===== src/rtl/qpd_pkg.sv =====
// Types and constants shared by the quadrature phase decoder modules.
package qpd_pkg;

  localparam int unsigned PhaseW = 2;
  localparam int unsigned PptW   = 11;
  localparam int unsigned PosW   = 12;
  localparam int unsigned TurnW  = 32;

  localparam logic [PptW-1:0] PptReset = 11'd1200;

  // Phase advance from the previous sample to the current one, modulo four.
  typedef enum logic [PhaseW-1:0] {
    DIFF_SAME  = 2'd0,
    DIFF_RIGHT = 2'd1,
    DIFF_JUMP  = 2'd2,
    DIFF_LEFT  = 2'd3
  } diff_e;

  typedef struct packed {
    logic [PhaseW-1:0] last_phase;
    logic              in_sync;
    logic [PosW-1:0]   step_count;
    logic [TurnW-1:0]  turns;
  } state_t;

  typedef struct packed {
    logic [PosW-1:0]  position;
    logic             moved;
    logic             direction;
    logic             phase_error;
    logic             turn_done;
    logic [TurnW-1:0] turn_count;
  } result_t;

endpackage


===== src/rtl/qpd_step.sv =====
// Combinational next-state and result logic for one phase sample.
module qpd_step (
  input  qpd_pkg::state_t                state_i,
  input  logic [qpd_pkg::PhaseW-1:0]     phase_i,
  input  logic [qpd_pkg::PptW-1:0]       ppt_i,
  output qpd_pkg::state_t                state_o,
  output qpd_pkg::result_t               result_o
);

  logic [qpd_pkg::PhaseW-1:0] diff;
  logic signed [qpd_pkg::PosW:0] lim;
  logic signed [qpd_pkg::PosW:0] neg_lim;
  logic signed [qpd_pkg::PosW:0] cur;
  logic signed [qpd_pkg::PosW:0] inc;
  logic signed [qpd_pkg::PosW:0] dec;
  logic [qpd_pkg::TurnW-1:0]     turns_inc;

  assign diff      = phase_i - state_i.last_phase;
  assign lim       = $signed({2'b00, ppt_i});
  assign neg_lim   = -lim;
  assign cur       = $signed({state_i.step_count[qpd_pkg::PosW-1], state_i.step_count});
  assign inc       = cur + 13'sd1;
  assign dec       = cur - 13'sd1;
  assign turns_inc = state_i.turns + 32'd1;

  always_comb begin
    state_o                = state_i;
    state_o.last_phase     = phase_i;
    result_o               = '0;
    if (!state_i.in_sync) begin
      state_o.in_sync = 1'b1;
    end else begin
      unique case (qpd_pkg::diff_e'(diff))
        qpd_pkg::DIFF_RIGHT: begin
          result_o.moved     = 1'b1;
          result_o.direction = 1'b1;
          if (inc >= lim) begin
            state_o.step_count = '0;
            state_o.turns      = turns_inc;
            result_o.turn_done = 1'b1;
          end else begin
            state_o.step_count = inc[qpd_pkg::PosW-1:0];
          end
        end
        qpd_pkg::DIFF_LEFT: begin
          result_o.moved = 1'b1;
          if (dec <= neg_lim) begin
            state_o.step_count = '0;
            state_o.turns      = turns_inc;
            result_o.turn_done = 1'b1;
          end else begin
            state_o.step_count = dec[qpd_pkg::PosW-1:0];
          end
        end
        qpd_pkg::DIFF_JUMP: begin
          result_o.phase_error = 1'b1;
          state_o.in_sync      = 1'b0;
        end
        default: begin
        end
      endcase
    end
    result_o.position   = state_o.step_count;
    result_o.turn_count = state_o.turns;
  end

endmodule


===== src/rtl/quadrature_phase_decoder.sv =====
// Top level of the quadrature phase decoder.
//
//   Channel  Direction  Handshake                  Payload
//   in       sink       in_valid_i / in_stall_o    phase_i
//   out      source     out_valid_o / out_stall_i  position_o, moved_o, direction_o,
//                                                  phase_error_o, turn_done_o, turn_count_o
//   cfg      sink       cfg_valid_i / cfg_ready_o  cfg_data_i (pulses per turn)
//
// A sample passes an input register, the decode logic and a result register on its way
// to the output; one sample is taken in every cycle in which the input is not stalled.
// The decoder state is updated as a sample moves into the result register.
// Reset clears the state, the valid flags and sets the turn length to 1200.
// A stall on the output holds the result and, once the input register is full, stalls
// the input in the same cycle.
module quadrature_phase_decoder (
  input  logic                           clk_i,
  input  logic                           rst_ni,
  input  logic                           in_valid_i,
  output logic                           in_stall_o,
  input  logic [qpd_pkg::PhaseW-1:0]     phase_i,
  output logic                           out_valid_o,
  input  logic                           out_stall_i,
  output logic signed [qpd_pkg::PosW-1:0] position_o,
  output logic                           moved_o,
  output logic                           direction_o,
  output logic                           phase_error_o,
  output logic                           turn_done_o,
  output logic [qpd_pkg::TurnW-1:0]      turn_count_o,
  input  logic                           cfg_valid_i,
  output logic                           cfg_ready_o,
  input  logic [qpd_pkg::PptW-1:0]       cfg_data_i
);

  logic                       in_vld_q;
  logic [qpd_pkg::PhaseW-1:0] phase_q;
  logic                       out_vld_q;
  qpd_pkg::result_t           res_q;
  qpd_pkg::state_t            state_q;
  qpd_pkg::state_t            state_d;
  qpd_pkg::result_t           res_d;
  logic [qpd_pkg::PptW-1:0]   ppt_q;
  logic                       res_free;
  logic                       advance;
  logic                       in_take;

  assign res_free    = !out_vld_q || !out_stall_i;
  assign advance     = in_vld_q && res_free;
  assign in_stall_o  = in_vld_q && !res_free;
  assign in_take     = in_valid_i && !in_stall_o;
  assign cfg_ready_o = 1'b1;

  qpd_step u_step (
    .state_i  (state_q),
    .phase_i  (phase_q),
    .ppt_i    (ppt_q),
    .state_o  (state_d),
    .result_o (res_d)
  );

  always_ff @(posedge clk_i or negedge rst_ni) begin
    if (!rst_ni) begin
      in_vld_q  <= 1'b0;
      out_vld_q <= 1'b0;
      state_q   <= '0;
      ppt_q     <= qpd_pkg::PptReset;
    end else begin
      if (!in_stall_o) begin
        in_vld_q <= in_valid_i;
      end
      if (res_free) begin
        out_vld_q <= in_vld_q;
      end
      if (advance) begin
        state_q <= state_d;
      end
      if (cfg_valid_i && cfg_ready_o) begin
        ppt_q <= cfg_data_i;
      end
    end
  end

  always_ff @(posedge clk_i) begin
    if (in_take) begin
      phase_q <= phase_i;
    end
    if (advance) begin
      res_q <= res_d;
    end
  end

  assign out_valid_o   = out_vld_q;
  assign position_o    = $signed(res_q.position);
  assign moved_o       = res_q.moved;
  assign direction_o   = res_q.direction;
  assign phase_error_o = res_q.phase_error;
  assign turn_done_o   = res_q.turn_done;
  assign turn_count_o  = res_q.turn_count;

endmodule


===== config.mk =====
export PLATFORM = sky130hd
export DESIGN_NAME = quadrature_phase_decoder
export DESIGN_NICKNAME = d
export VERILOG_FILES = /design/src/rtl/qpd_pkg.sv /design/src/rtl/qpd_step.sv /design/src/rtl/quadrature_phase_decoder.sv
export SDC_FILE = /design/constraint.sdc
export NUM_CORES = 1
export LEC_CHECK = 0
export ABC_AREA = 1
export BUFFER_PORTS_ARGS = -buffer_cell sky130_fd_sc_hd__buf_2
export CAP_MARGIN = 20
export CORE_MARGIN = 2
export CORE_UTILIZATION = 25
export CTS_CLUSTER_SIZE = 40
export DETAILED_ROUTE_END_ITERATION = 12
export GPL_ROUTABILITY_DRIVEN = 0
export GPL_TIMING_DRIVEN = 0
export SLEW_MARGIN = 40
export SYNTH_ARGS = -nofsm -noshare
export SYNTH_HDL_FRONTEND = slang
export SYNTH_HIERARCHICAL = 1
export SYNTH_SLANG_ARGS = --single-unit

===== constraint.sdc =====
create_clock -name clk_i -period 5.3 [get_ports clk_i]
set_input_delay 0.795 -clock clk_i [delete_from_list [all_inputs] [get_ports clk_i]]
set_output_delay 0.795 -clock clk_i [all_outputs]
set_load 0.02 [all_outputs]

==> summary.txt, run 1 <==
Outcome
  • Status: completed

Floorplanning
  • IO Count: 69
  • Die ar.: 31600 um2
  • Initial Util: 0.254
  • Die Wd: 178 um
  • Chip height: 178 um
  • Core footprint: 29700 um2
  • Row Count: 63

Synthesis
  • Post-synth top area share: 0.199
  • Post-Synth Simple-Gate Area: 0.329
  • Post-Syn Area: 7560 um2
  • FFs w/ async S/R, synth: 0.545
  • Synth Area in Compound Gates: 0.0493
  • Yosys warning total: 6
  • Sequential share of the synthesized area: 0.398
  • Post-synth EDFFs: 50
  • Post-Synth XOR/XNOR Area: 0.0474
  • Mapped Avg Cell Area: 7.51 um2
  • Post-synth cell types: 43
  • #FFs+latches synth: 110
  • Cells after Synth: 1006
  • Leading area contributor after synthesis: edfxtp_1
  • Top_reg_cell synth: dfrtp_1
  • Fraction of synthesized area in multiplexers: 0
  • Largest family of logic cells by synthesized area: simple AND/OR/NAND/NOR gates
  • Top cells by area, synth: edfxtp_1 (20%), dfrtp_1 (19%), nand2_1 (16%), nand3_1 (7.9%), inv_1 (5.8%)
  • Post-Synth Adder-Cell Area: 0.0464
  • Syn_nets: 1052

Global route
  • Largest net degree at the start of global routing: 39
  • GRT overflow: 0
  • All-Layer GR Usage: 0.132
  • Initial antenna violation count: 1
  • First-pass GRT wire length: 32.2 mm
  • Number of global-route vias before repair: 6144

Layout
  • Net count, final: 1132
  • Commonest cells after routing, fill and taps aside: nand2_1 (317), nand3_1 (120), inv_1 (116)
  • Fin area: 8740 um2
  • Commonest non-fill, non-tap cell in the layout: nand2_1
  • Filler cells: 3219
  • Syn-to-layout area delta: 15.6%
  • Sequential cell area: 3010 um2
  • Layout cells sized above 1: 0.171
  • Footprint of the multi-input gates: 3570 um2

Timing
  • Crit path time final: 4230 ps
  • Rel. slew slack: 0.465
  • Final number of hold-violating endpoints: 0
  • Fin crit share: 0.799
  • RSZ-0062 raised after global routing: false
  • Fmax: 236 MHz
  • Final Max Slew Viols: 0
  • Clk_skew: 13.6 ps
  • Total negative slack: 0 ps
  • Final setup vio count: 0
  • Worst slew pin tran: 800 ps

Critical path
  • Max stage delay on crit path: 480 ps
  • Worst-path fanout max: 7
  • Crit path kind: flop to flop
  • Cell family with most CP delay: simple AND/OR/NAND/NOR gates
  • Critical Path RT: 5600 ps
  • Crit. End Element: flop
  • Crit-path most repeated cell: nand2_1
  • Worst-path cell chain: inv_1, ha_1, nand3_1, nor3_1, nand3_1, nand2_1, ha_1, nand2_1, inv_1, nand2_1, nand2_1, a21oi_1, nand2_1, nand2_2, nand4_2, nand2_1, o21ai_0, a22oi_1, buf_4, nand3_1, nand2_1
  • Startpoint Class: flop
  • CP max stage cell: dfrtp_1
  • Critical Path AT: 4530 ps
  • Worst path buffer plus inverter count: 3

Detailed routing
  • DRC viols: 0
  • DR pass1 iterations: 8
  • Total Wirelength: 20.4 mm
  • Vias per cell: 4.47
  • Final ANT Viol Nets: 0
  • Initial DRC count: 565
  • Via Count: 6624
  • Avg WL per Cell: 13.8 um

Clock network
  • Worst-Skew Late Latency: 370 ps
  • CTS resizes: 0
  • CTS Sinks: 110
  • CTS buffer count: 9
  • Post-CTS Setup Inserts: 0
  • H-tree Lvls: 3
  • TritonCTS clock tree: built
  • Max Buffers Root-to-Sink: 2
  • Clk slew on worst S/H paths: 70 ps
  • Clock tree root driver cell: clkbuf_16
  • Hold-fix buffers, CTS: 0

Pwr
  • Power per cell area: 419 nW/um2
  • Leak: 0.00424 uW
  • Power, Total: 3660 uW
  • Worst vdd ir: 0.000165 V

Placed design
  • Placed Area: 8430 um2
  • # port buffers: 67
  • DP HPWL: 15.7 mm

Flow run
  • Max cap viols: 0

Min path
  • Hold WC Path Type: input port to asynchronous set/reset pin
-- stage by stage --
| step | instances | util | hold WS (ps) | setup WS (ps) |
|---|---|---|---|---|
| CTS | 1481 | 0.294 | 415 | 1110 |
| detailed placement | 1465 | 0.284 | 463 | 1160 |
| finish | 1482 | 0.294 | 403 | 1070 |
| global route | 1482 | 0.294 | 434 | 678 |
| floorplan | 1006 | - | 437 | 2040 |
| global placement | 1463 | 0.282 | 453 | 1220 |
-- layout make-up --
class | instances | share of cell area
Antenna cell | 1 | 0.000286
Tap cell | 390 | 0.0558
Buffer | 76 | 0.0590
Multi-Input combinational cell | 697 | 0.409
Timing Repair Buffer | 69 | 0.0432
Inverter | 123 | 0.0531
Sequential cell | 110 | 0.344
Clock buffer | 12 | 0.0294
Clock inverter | 4 | 0.00601
-- logic make-up (layout without fill, tap and decap cells) --
kind of cell / count (synthesis) / after routing
other cells: 1 / 2
buf+inv: 199 / 284
simple gates: 560 / 560
compound gates: 68 / 68
fa+ha+maj: 28 / 28
flops: 110 / 110
xor+xnor: 40 / 40
-- Yosys cell counts, drive strengths merged (2+ instances only) --
library cell / instances
nand3: 125
a21boi: 3
nand3b: 2
nor3: 24
nor3b: 2
buf: 65
a21oi: 12
nor2: 55
xor2: 33
edfxtp: 50
nand2: 328
ha: 28
nand4: 19
a22oi: 3
xnor2: 7
clkbuf: 11
nor4: 3
o21ai: 47
dfstp: 4
dfrtp: 56
inv: 123
-- final timing paths --
path	cells past startpoint	end	startpoint	slack, ps
hold / removal	1	ppt_q[1]$_DFFE_PN0P_	rst_ni	400
setup / recovery	21	state_q[42]$_DFFE_PN0P_	state_q[32]$_DFFE_PN0P_	1070
min in group clk_i	2	state_q[41]$_DFFE_PN0P_	state_q[41]$_DFFE_PN0P_	470
max in group asynchronous	2	state_q[45]$_DFFE_PN0P_	rst_ni	4350
setup reg to reg	21	state_q[42]$_DFFE_PN0P_	state_q[32]$_DFFE_PN0P_	1070
hold reg to reg	2	state_q[41]$_DFFE_PN0P_	state_q[41]$_DFFE_PN0P_	470
-- registers in the layout (all words and copies together), names as in the netlist --
name	count
state_q	47
turn_count_o	32
position_o	12
ppt_q	11
phase_q	2
direction_o	1
in_vld_q	1
moved_o	1
out_valid_o	1
phase_error_o	1
turn_done_o	1
-- metal layers --
layer	vias up	track usage	routed length [um]
li1	3361	-	-
met1	3042	0.169	9090
met2	187	0.219	9770
met3	34	0.0261	1050
met4	0	0.0499	519
met5	-	0	0
-- where the power goes --
part / internal [uW] / switching, uW / total, uW
registers: 1060 / 143 / 1210
clock network: 395 / 323 / 717
logic: 620 / 1120 / 1740
total: 2080 / 1580 / 3660
-- worst register-to-register path, cell delays in order (launching register included) --
cell and delay (ps):
dfrtp_1 480, inv_1 160, ha_1 200, nand3_1 150, nor3_1 430, nand3_1 170, nand2_1 110, ha_1 280
nand2_1 120, inv_1 40, nand2_1 50, nand2_1 50, a21oi_1 200, nand2_1 100, nand2_2 190, nand4_2 260
nand2_1 450, o21ai_0 180, a22oi_1 240, buf_4 150, nand3_1 70, nand2_1 100
(Power assumes the default switching activity.)
==> inputs of run 2 (changes only) <==
==> constraint.sdc (replaced) <==
create_clock -name clk_i -period 4.05 [get_ports clk_i]
set_input_delay 0.6075 -clock clk_i [delete_from_list [all_inputs] [get_ports clk_i]]
set_output_delay 0.6075 -clock clk_i [all_outputs]
set_load 0.02 [all_outputs]
==> run 2 against run 1 <==
Net effect: utilization grew 0.25 points; final area grew 0.86%; register-to-register slack lost 780 ps; combinational power grew 34%; largest power group unchanged; die area is the same; first-iteration DRC count shrank 1.1%; sequential share of layout area shrank 0.29 points; count of clock-buffer cells in the layout is the same; sequential cell count is the same; fmax grew 12%; largest cell class unchanged.
==> summary.txt, run 2 (same netlist as run 1, synthesis figures left out) <==
Outcome
  • Status: completed

Pwr
  • Clk network pwr share: 0.194 (-0.002)
  • Sequential Power Share: 0.327 (-0.003)
  • NetSw: 2110 uW (+33%)
  • Internal: 2740 uW (+32%)
  • Leak: 0.00427 uW (+0.49%)
  • Comb power frac: 0.480 (+0.006)
  • Worst vdd ir: 0.000219 V (+32%)
  • Power, Total: 4850 uW (+32%)
  • Power per cell area: 550 nW/um2 (+31%)
  • Net Sw Frac: 0.434 (+0.00181)

Global route
  • Largest net degree at the start of global routing: 39 (unchanged)
  • Number of global-route vias before repair: 6151 (+0.11%)
  • GRT overflow: 0 (unchanged)
  • Initial antenna violation count: 1 (unchanged)
  • All-Layer GR Usage: 0.132 (about the same)
  • First-pass GRT wire length: 32.2 mm (about the same)

Layout
  • Max reg flops: 47 (unchanged)
  • Filler cells: 3217 (-0.062%)
  • Footprint of the multi-input gates: 3640 um2 (+1.8%)
  • Net count, final: 1133 (+0.088%)
  • Post-Layout Cell Count: 1483 (+0.067%)
  • Top reg by flops: state_q
  • Layout cells sized above 1: 0.179 (+0.00808)
  • Final core occ: 0.297 (+0.00253)
  • Sequential cell area: 3010 um2 (unchanged)
  • Commonest cells after routing, fill and taps aside: nand2_1 (316), nand3_1 (120), inv_1 (116)
  • Syn-to-layout area delta: 16.6%
  • Commonest non-fill, non-tap cell in the layout: nand2_1

Floorplanning
  • Core footprint: 29700 um2 (unchanged)
  • Die ar.: 31600 um2 (unchanged)
  • Chip height: 178 um (unchanged)
  • Die Wd: 178 um (unchanged)
  • IO Count: 69 (unchanged)
  • Row Count: 63 (unchanged)
  • Initial Util: 0.254 (unchanged)

Timing
  • Final Hold Slack: 213 ps (-189 ps)
  • Worst slew pin tran: 650 ps (-150 ps)
  • Final setup vio count: 0 (unchanged)
  • Clk_skew: 12.8 ps (-0.761 ps)
  • Final number of hold-violating endpoints: 0 (unchanged)
  • Rel. slew slack: 0.566 (+0.101)
  • Fmax: 265 MHz (+12%)
  • Final Max Slew Viols: 0 (unchanged)
  • Crit path time final: 3770 ps (-467 ps)
  • Fin crit share: 0.930 (+0.131)
  • Worst setup margin: 283 ps (-783 ps)
  • RSZ-0062 raised after global routing: true

Detailed routing
  • Via Count: 6639 (+0.23%)
  • Total Wirelength: 20.4 mm (-0.24%)
  • Avg WL per Cell: 13.7 um (-0.31%)
  • DRC viols: 0 (unchanged)
  • Vias per cell: 4.48 (+0.16%)
  • DR pass1 iterations: 6 (-2)
  • Final ANT Viol Nets: 0 (unchanged)
  • Initial DRC count: 559 (-1.1%)

Critical path
  • Max stage delay on crit path: 450 ps (-30 ps)
  • Worst-path fanout max: 10 (+3)
  • Reg2Reg Launch Point: ppt_q[0]$_DFFE_PN0P_
  • Crit. End Element: flop
  • Crit path kind: flop to flop
  • Worst Setup SP: ppt_q[0]$_DFFE_PN0P_
  • CP max stage cell: dfrtp_1
  • Startpoint Class: flop
  • Critical Path AT: 4070 ps (-460 ps)
  • Critical Path RT: 4350 ps (-1250 ps)
  • Worst-path cell chain: inv_1, ha_1, nand2_1, nor3_2, nand3_1, nor2_1, nand2_1, xor2_1, inv_1, ha_1, nand2_1, nor2_2, inv_2, nor2_4, nand3_2, nand3_4, nand2_2, nand2_4, nand2_4, buf_6, o21ai_1, buf_4, nand3_1, nand2_1
  • Crit-path most repeated cell: nand2_1

Clock network
  • Clock tree root driver cell: clkbuf_16
  • CTS buffer count: 9 (unchanged)
  • Hold-fix buffers, CTS: 0 (unchanged)
  • Clk slew on worst S/H paths: 70 ps (about the same)
  • TritonCTS clock tree: built
  • Max Buffers Root-to-Sink: 2 (unchanged)
  • CTS Sinks: 110 (unchanged)
  • Worst-Skew Late Latency: 370 ps (about the same)
  • H-tree Lvls: 3 (unchanged)

Placed design
  • # port buffers: 67 (unchanged)
  • Cells after DPL: 1465 (unchanged)
  • Place WS: -94.4 ps (-1250 ps)
  • DP HPWL: 15.7 mm (unchanged)

Flow run
  • Max cap viols: 0 (unchanged)

Min path
  • Hold WC Path Type: input port to asynchronous set/reset pin
run 2: changes by cell type in the layout (fill, tap and decap cells not counted), sizes merged:
cell / previous run / this run
buf: 134 / 135
run 2: routing by layer:
| layer | GRT usage | share of wire |
|---|---|---|
| met1 | 0.169 | 0.45 |
| met2 | 0.221 | 0.48 |
| met3 | 0.0257 | 0.049 |
| met4 | 0.0482 | 0.024 |
| met5 | 0 | 0 |
run 2: worst paths after layout:
path | depth (start not counted) | endpoint | slack, ps
worst max-delay path | 24 | state_q[9]$_DFFE_PN0P_ | 280
max in group asynchronous | 2 | state_q[45]$_DFFE_PN0P_ | 3300
min in group clk_i | 1 | phase_q[0]$_DFFE_PP_ | 430
worst min-delay path | 1 | ppt_q[1]$_DFFE_PN0P_ | 210
worst min register to register | 2 | state_q[41]$_DFFE_PN0P_ | 470
worst max register to register | 24 | state_q[9]$_DFFE_PN0P_ | 280
run 2: through the flow:
step                area (um2)  TNS, ps
CTS                       8740        0
detailed placement        8430     -159
global placement          8380    -50.1
floorplan                 7560        0
finish                    8810        0
global route              8810    -37.7
run 2: power groups by stage:
stage / combinational, uW / clock, uW / sequential, uW
3_5_place_dp: 2270 / 0 / 1600
4_1_cts: 2280 / 973 / 1580
3_3_place_gp: 2200 / 0 / 1610
5_1_grt: 2610 / 1010 / 1610
2_1_floorplan: 1590 / 0 / 1650
6_report: 2330 / 939 / 1580
run 2: area by class of cell:
cell class              instances  area share
diodes                          1    0.000284
clock buffers                  12      0.0291
well taps                     390      0.0554
multi-input cells             697       0.413
clock inverters                 4     0.00596
repair buffers                 70      0.0437
inverters                     123      0.0530
plain buffers                  76      0.0585
flip-flops and latches        110       0.341
run 2: timing repair:
item	CTS	global route
cloned	0	0
buffers inserted	0	1
setup endpoints to repair	3	65
pin swaps	0	2
gates resized for setup	2	11
run 2: worst max-delay path, delay by kind of cell (launching register included):
family / cells / cell delay (ps)
buffers and inverters: 5 / 550
XOR/XNOR: 1 / 140
AO/OA/AOI/OAI: 1 / 210
adder cells (fa/ha/maj): 2 / 460
AND/OR/NAND/NOR: 15 / 1870
flip-flops: 1 / 450
==> inputs of run 3 (changes only) <==
--- a/config.mk
+++ b/config.mk
@@ -14,6 +14,7 @@
 export DETAILED_ROUTE_END_ITERATION = 12
 export GPL_ROUTABILITY_DRIVEN = 0
 export GPL_TIMING_DRIVEN = 0
+export MAX_ROUTING_LAYER = met4
 export SLEW_MARGIN = 40
 export SYNTH_ARGS = -nofsm -noshare
 export SYNTH_HDL_FRONTEND = slang
==> run 3 against run 2 <==
Net effect: clock power hardly changed; first-iteration DRC count is 6.4% higher; die area stayed put; setup slack worse by 11 ps; routed wire length is 0.37% higher; critical endpoint unchanged; register-to-register slack hardly changed; largest power group unchanged; non-clock buffer count stayed put; worst hold slack worse by 3.2 ps; global-route usage is 0.35 points higher.
==> summary.txt, run 3 (same netlist as run 1, synthesis figures left out) <==
Placed design
  • # port buffers: 67 (unchanged)
  • Place WS: -94.4 ps (unchanged)
  • DP HPWL: 15.7 mm (unchanged)

Detailed routing
  • DR pass1 iterations: 6 (unchanged)
  • DRC viols: 0 (unchanged)
  • Final ANT Viol Nets: 0 (unchanged)
  • Vias per cell: 4.47 (about the same)
  • Initial DRC count: 595 (+6.4%)
  • Avg WL per Cell: 13.8 um (+0.37%)
  • Total Wirelength: 20.5 mm (+0.37%)
  • Via Count: 6633 (-0.090%)

Layout
  • Max reg flops: 47 (unchanged)
  • Syn-to-layout area delta: 16.6% (unchanged)
  • Net count, final: 1133 (unchanged)
  • Top reg by flops: state_q
  • Layout cells sized above 1: 0.179 (unchanged)
  • Commonest non-fill, non-tap cell in the layout: nand2_1
  • Filler cells: 3217 (unchanged)
  • Commonest cells after routing, fill and taps aside: nand2_1 (316), nand3_1 (120), inv_1 (116)

Timing
  • RSZ-0062 raised after global routing: true
  • Fmax: 265 MHz (-0.29%)
  • Rel. slew slack: 0.569 (+0.00325)
  • Total negative slack: 0 ps (unchanged)
  • Final number of hold-violating endpoints: 0 (unchanged)
  • Final Max Slew Viols: 0 (unchanged)
  • Crit path time final: 3780 ps (+10.8 ps)
  • Final setup vio count: 0 (unchanged)
  • Worst setup margin: 272 ps (-10.8 ps)
  • Worst slew pin tran: 645 ps (-4.86 ps)
  • Clk_skew: 14.0 ps (+1.15 ps)
  • Fin crit share: 0.933 (+0.00266)
  • Final Hold Slack: 210 ps (-3.15 ps)

Critical path
  • CP max stage cell: dfrtp_1
  • Critical Path RT: 4360 ps (about the same)
  • Crit path kind: flop to flop
  • Crit-path most repeated cell: nand2_1
  • Max stage delay on crit path: 450 ps (about the same)
  • Startpoint Class: flop
  • Worst-path cell chain: inv_1, nand2_1, nor2_1, inv_1, nor3b_2, nand3_1, xor2_1, ha_1, nand2_1, nor2_2, inv_2, nor2_4, nand3_2, nand3_4, nand2_2, nand2_4, nand2_4, buf_6, o21ai_1, buf_4, nand3_1, nand2_1
  • Critical Path AT: 4080 ps (about the same)
  • Worst-path fanout max: 10 (unchanged)
  • Crit. End Element: flop

Clock network
  • Clk slew on worst S/H paths: 70 ps (about the same)
  • Clock tree root driver cell: clkbuf_16
  • CTS buffer count: 9 (unchanged)
  • Hold-fix buffers, CTS: 0 (unchanged)
  • Max Buffers Root-to-Sink: 2 (unchanged)
  • Worst-Skew Late Latency: 380 ps (about the same)
  • H-tree Lvls: 3 (unchanged)
  • CTS Sinks: 110 (unchanged)
  • TritonCTS clock tree: built

Global route
  • All-Layer GR Usage: 0.136 (+0.00354)
  • First-pass GRT wire length: 32.3 mm (about the same)
  • Largest net degree at the start of global routing: 39 (unchanged)
  • GRT overflow: 0 (unchanged)
  • Initial antenna violation count: 1 (unchanged)
  • Number of global-route vias before repair: 6164 (+0.21%)

Outcome
  • Status: completed

Floorplanning
  • Initial Util: 0.254 (unchanged)
  • Chip height: 178 um (unchanged)
  • Core footprint: 29700 um2 (unchanged)
  • Die ar.: 31600 um2 (unchanged)
  • Row Count: 63 (unchanged)
  • IO Count: 69 (unchanged)
  • Die Wd: 178 um (unchanged)

Pwr
  • Worst vdd ir: 0.000218 V (about the same)
  • Leak: 0.00427 uW (unchanged)
  • Power per cell area: 551 nW/um2 (+0.21%)

Min path
  • Hold WC Path Type: input port to asynchronous set/reset pin

Flow run
  • Max cap viols: 0 (unchanged)
## run 3: cell counts in the layout (fill, tap and decap cells not counted)
Identical to the previous run, type by type.
## run 3: per-stage QoR
stage	area, um2	power (uW)	cells	util
6_report	8810	4860	1483	0.297
3_3_place_gp	8380	3810	1463	0.282
5_1_grt	8810	5230	1483	0.297
3_5_place_dp	8430	3870	1465	0.284
4_1_cts	8740	4840	1481	0.294
2_1_floorplan	7560	3240	1006	-
## run 3: path summary, 6_finish.rpt
check | end | slack, ps | startpoint | cells past startpoint
setup / recovery | state_q[9]$_DFFE_PN0P_ | 270 | state_q[34]$_DFFE_PN0P_ | 22
hold / removal | ppt_q[1]$_DFFE_PN0P_ | 210 | rst_ni | 1
setup reg to reg | state_q[9]$_DFFE_PN0P_ | 270 | state_q[34]$_DFFE_PN0P_ | 22
hold reg to reg | state_q[41]$_DFFE_PN0P_ | 470 | state_q[41]$_DFFE_PN0P_ | 2
max in group asynchronous | state_q[45]$_DFFE_PN0P_ | 3300 | rst_ni | 2
min in group clk_i | phase_q[1]$_DFFE_PP_ | 420 | phase_i[1] | 1
## run 3: layout make-up
cell class              count  area, um2  area share
diodes                      1       2.50    0.000284
clock buffers              12        256      0.0291
inverters                 123        467      0.0530
well taps                 390        488      0.0554
plain buffers              76        515      0.0585
multi-input cells         697       3640       0.413
repair buffers             70        385      0.0437
flip-flops and latches    110       3010       0.341
clock inverters             4       52.6     0.00596
## run 3: layer usage
layer	share of wire	GRT usage	vias to the layer above
met1	0.45	0.168	3030
li1	-	-	3364
met3	0.048	0.0206	43
met4	0.027	0.0543	0
met5	0	-	-
met2	0.48	0.221	196
## run 3: timing repair
| item | 4_1_cts | 5_1_grt |
|---|---|---|
| endpoints found under the setup margin | 3 | 65 |
| pin swaps | 0 | 2 |
| resized for setup | 2 | 11 |
| setup buffers | 0 | 1 |
| endpoints found under the hold margin | 0 | 0 |
## run 3: worst max-delay path: cells and delay by family (launching register included)
kind / cells / cell delay (ps)
buf+inv: 5 / 630
compound gates: 1 / 210
xor+xnor: 1 / 190
simple gates: 14 / 1930
fa+ha+maj: 1 / 290
flops: 1 / 450
## run 3: power by group
group          internal, uW  switching [uW]
Sequential             1390             190
Clock                   516             425
Combinational           834            1500
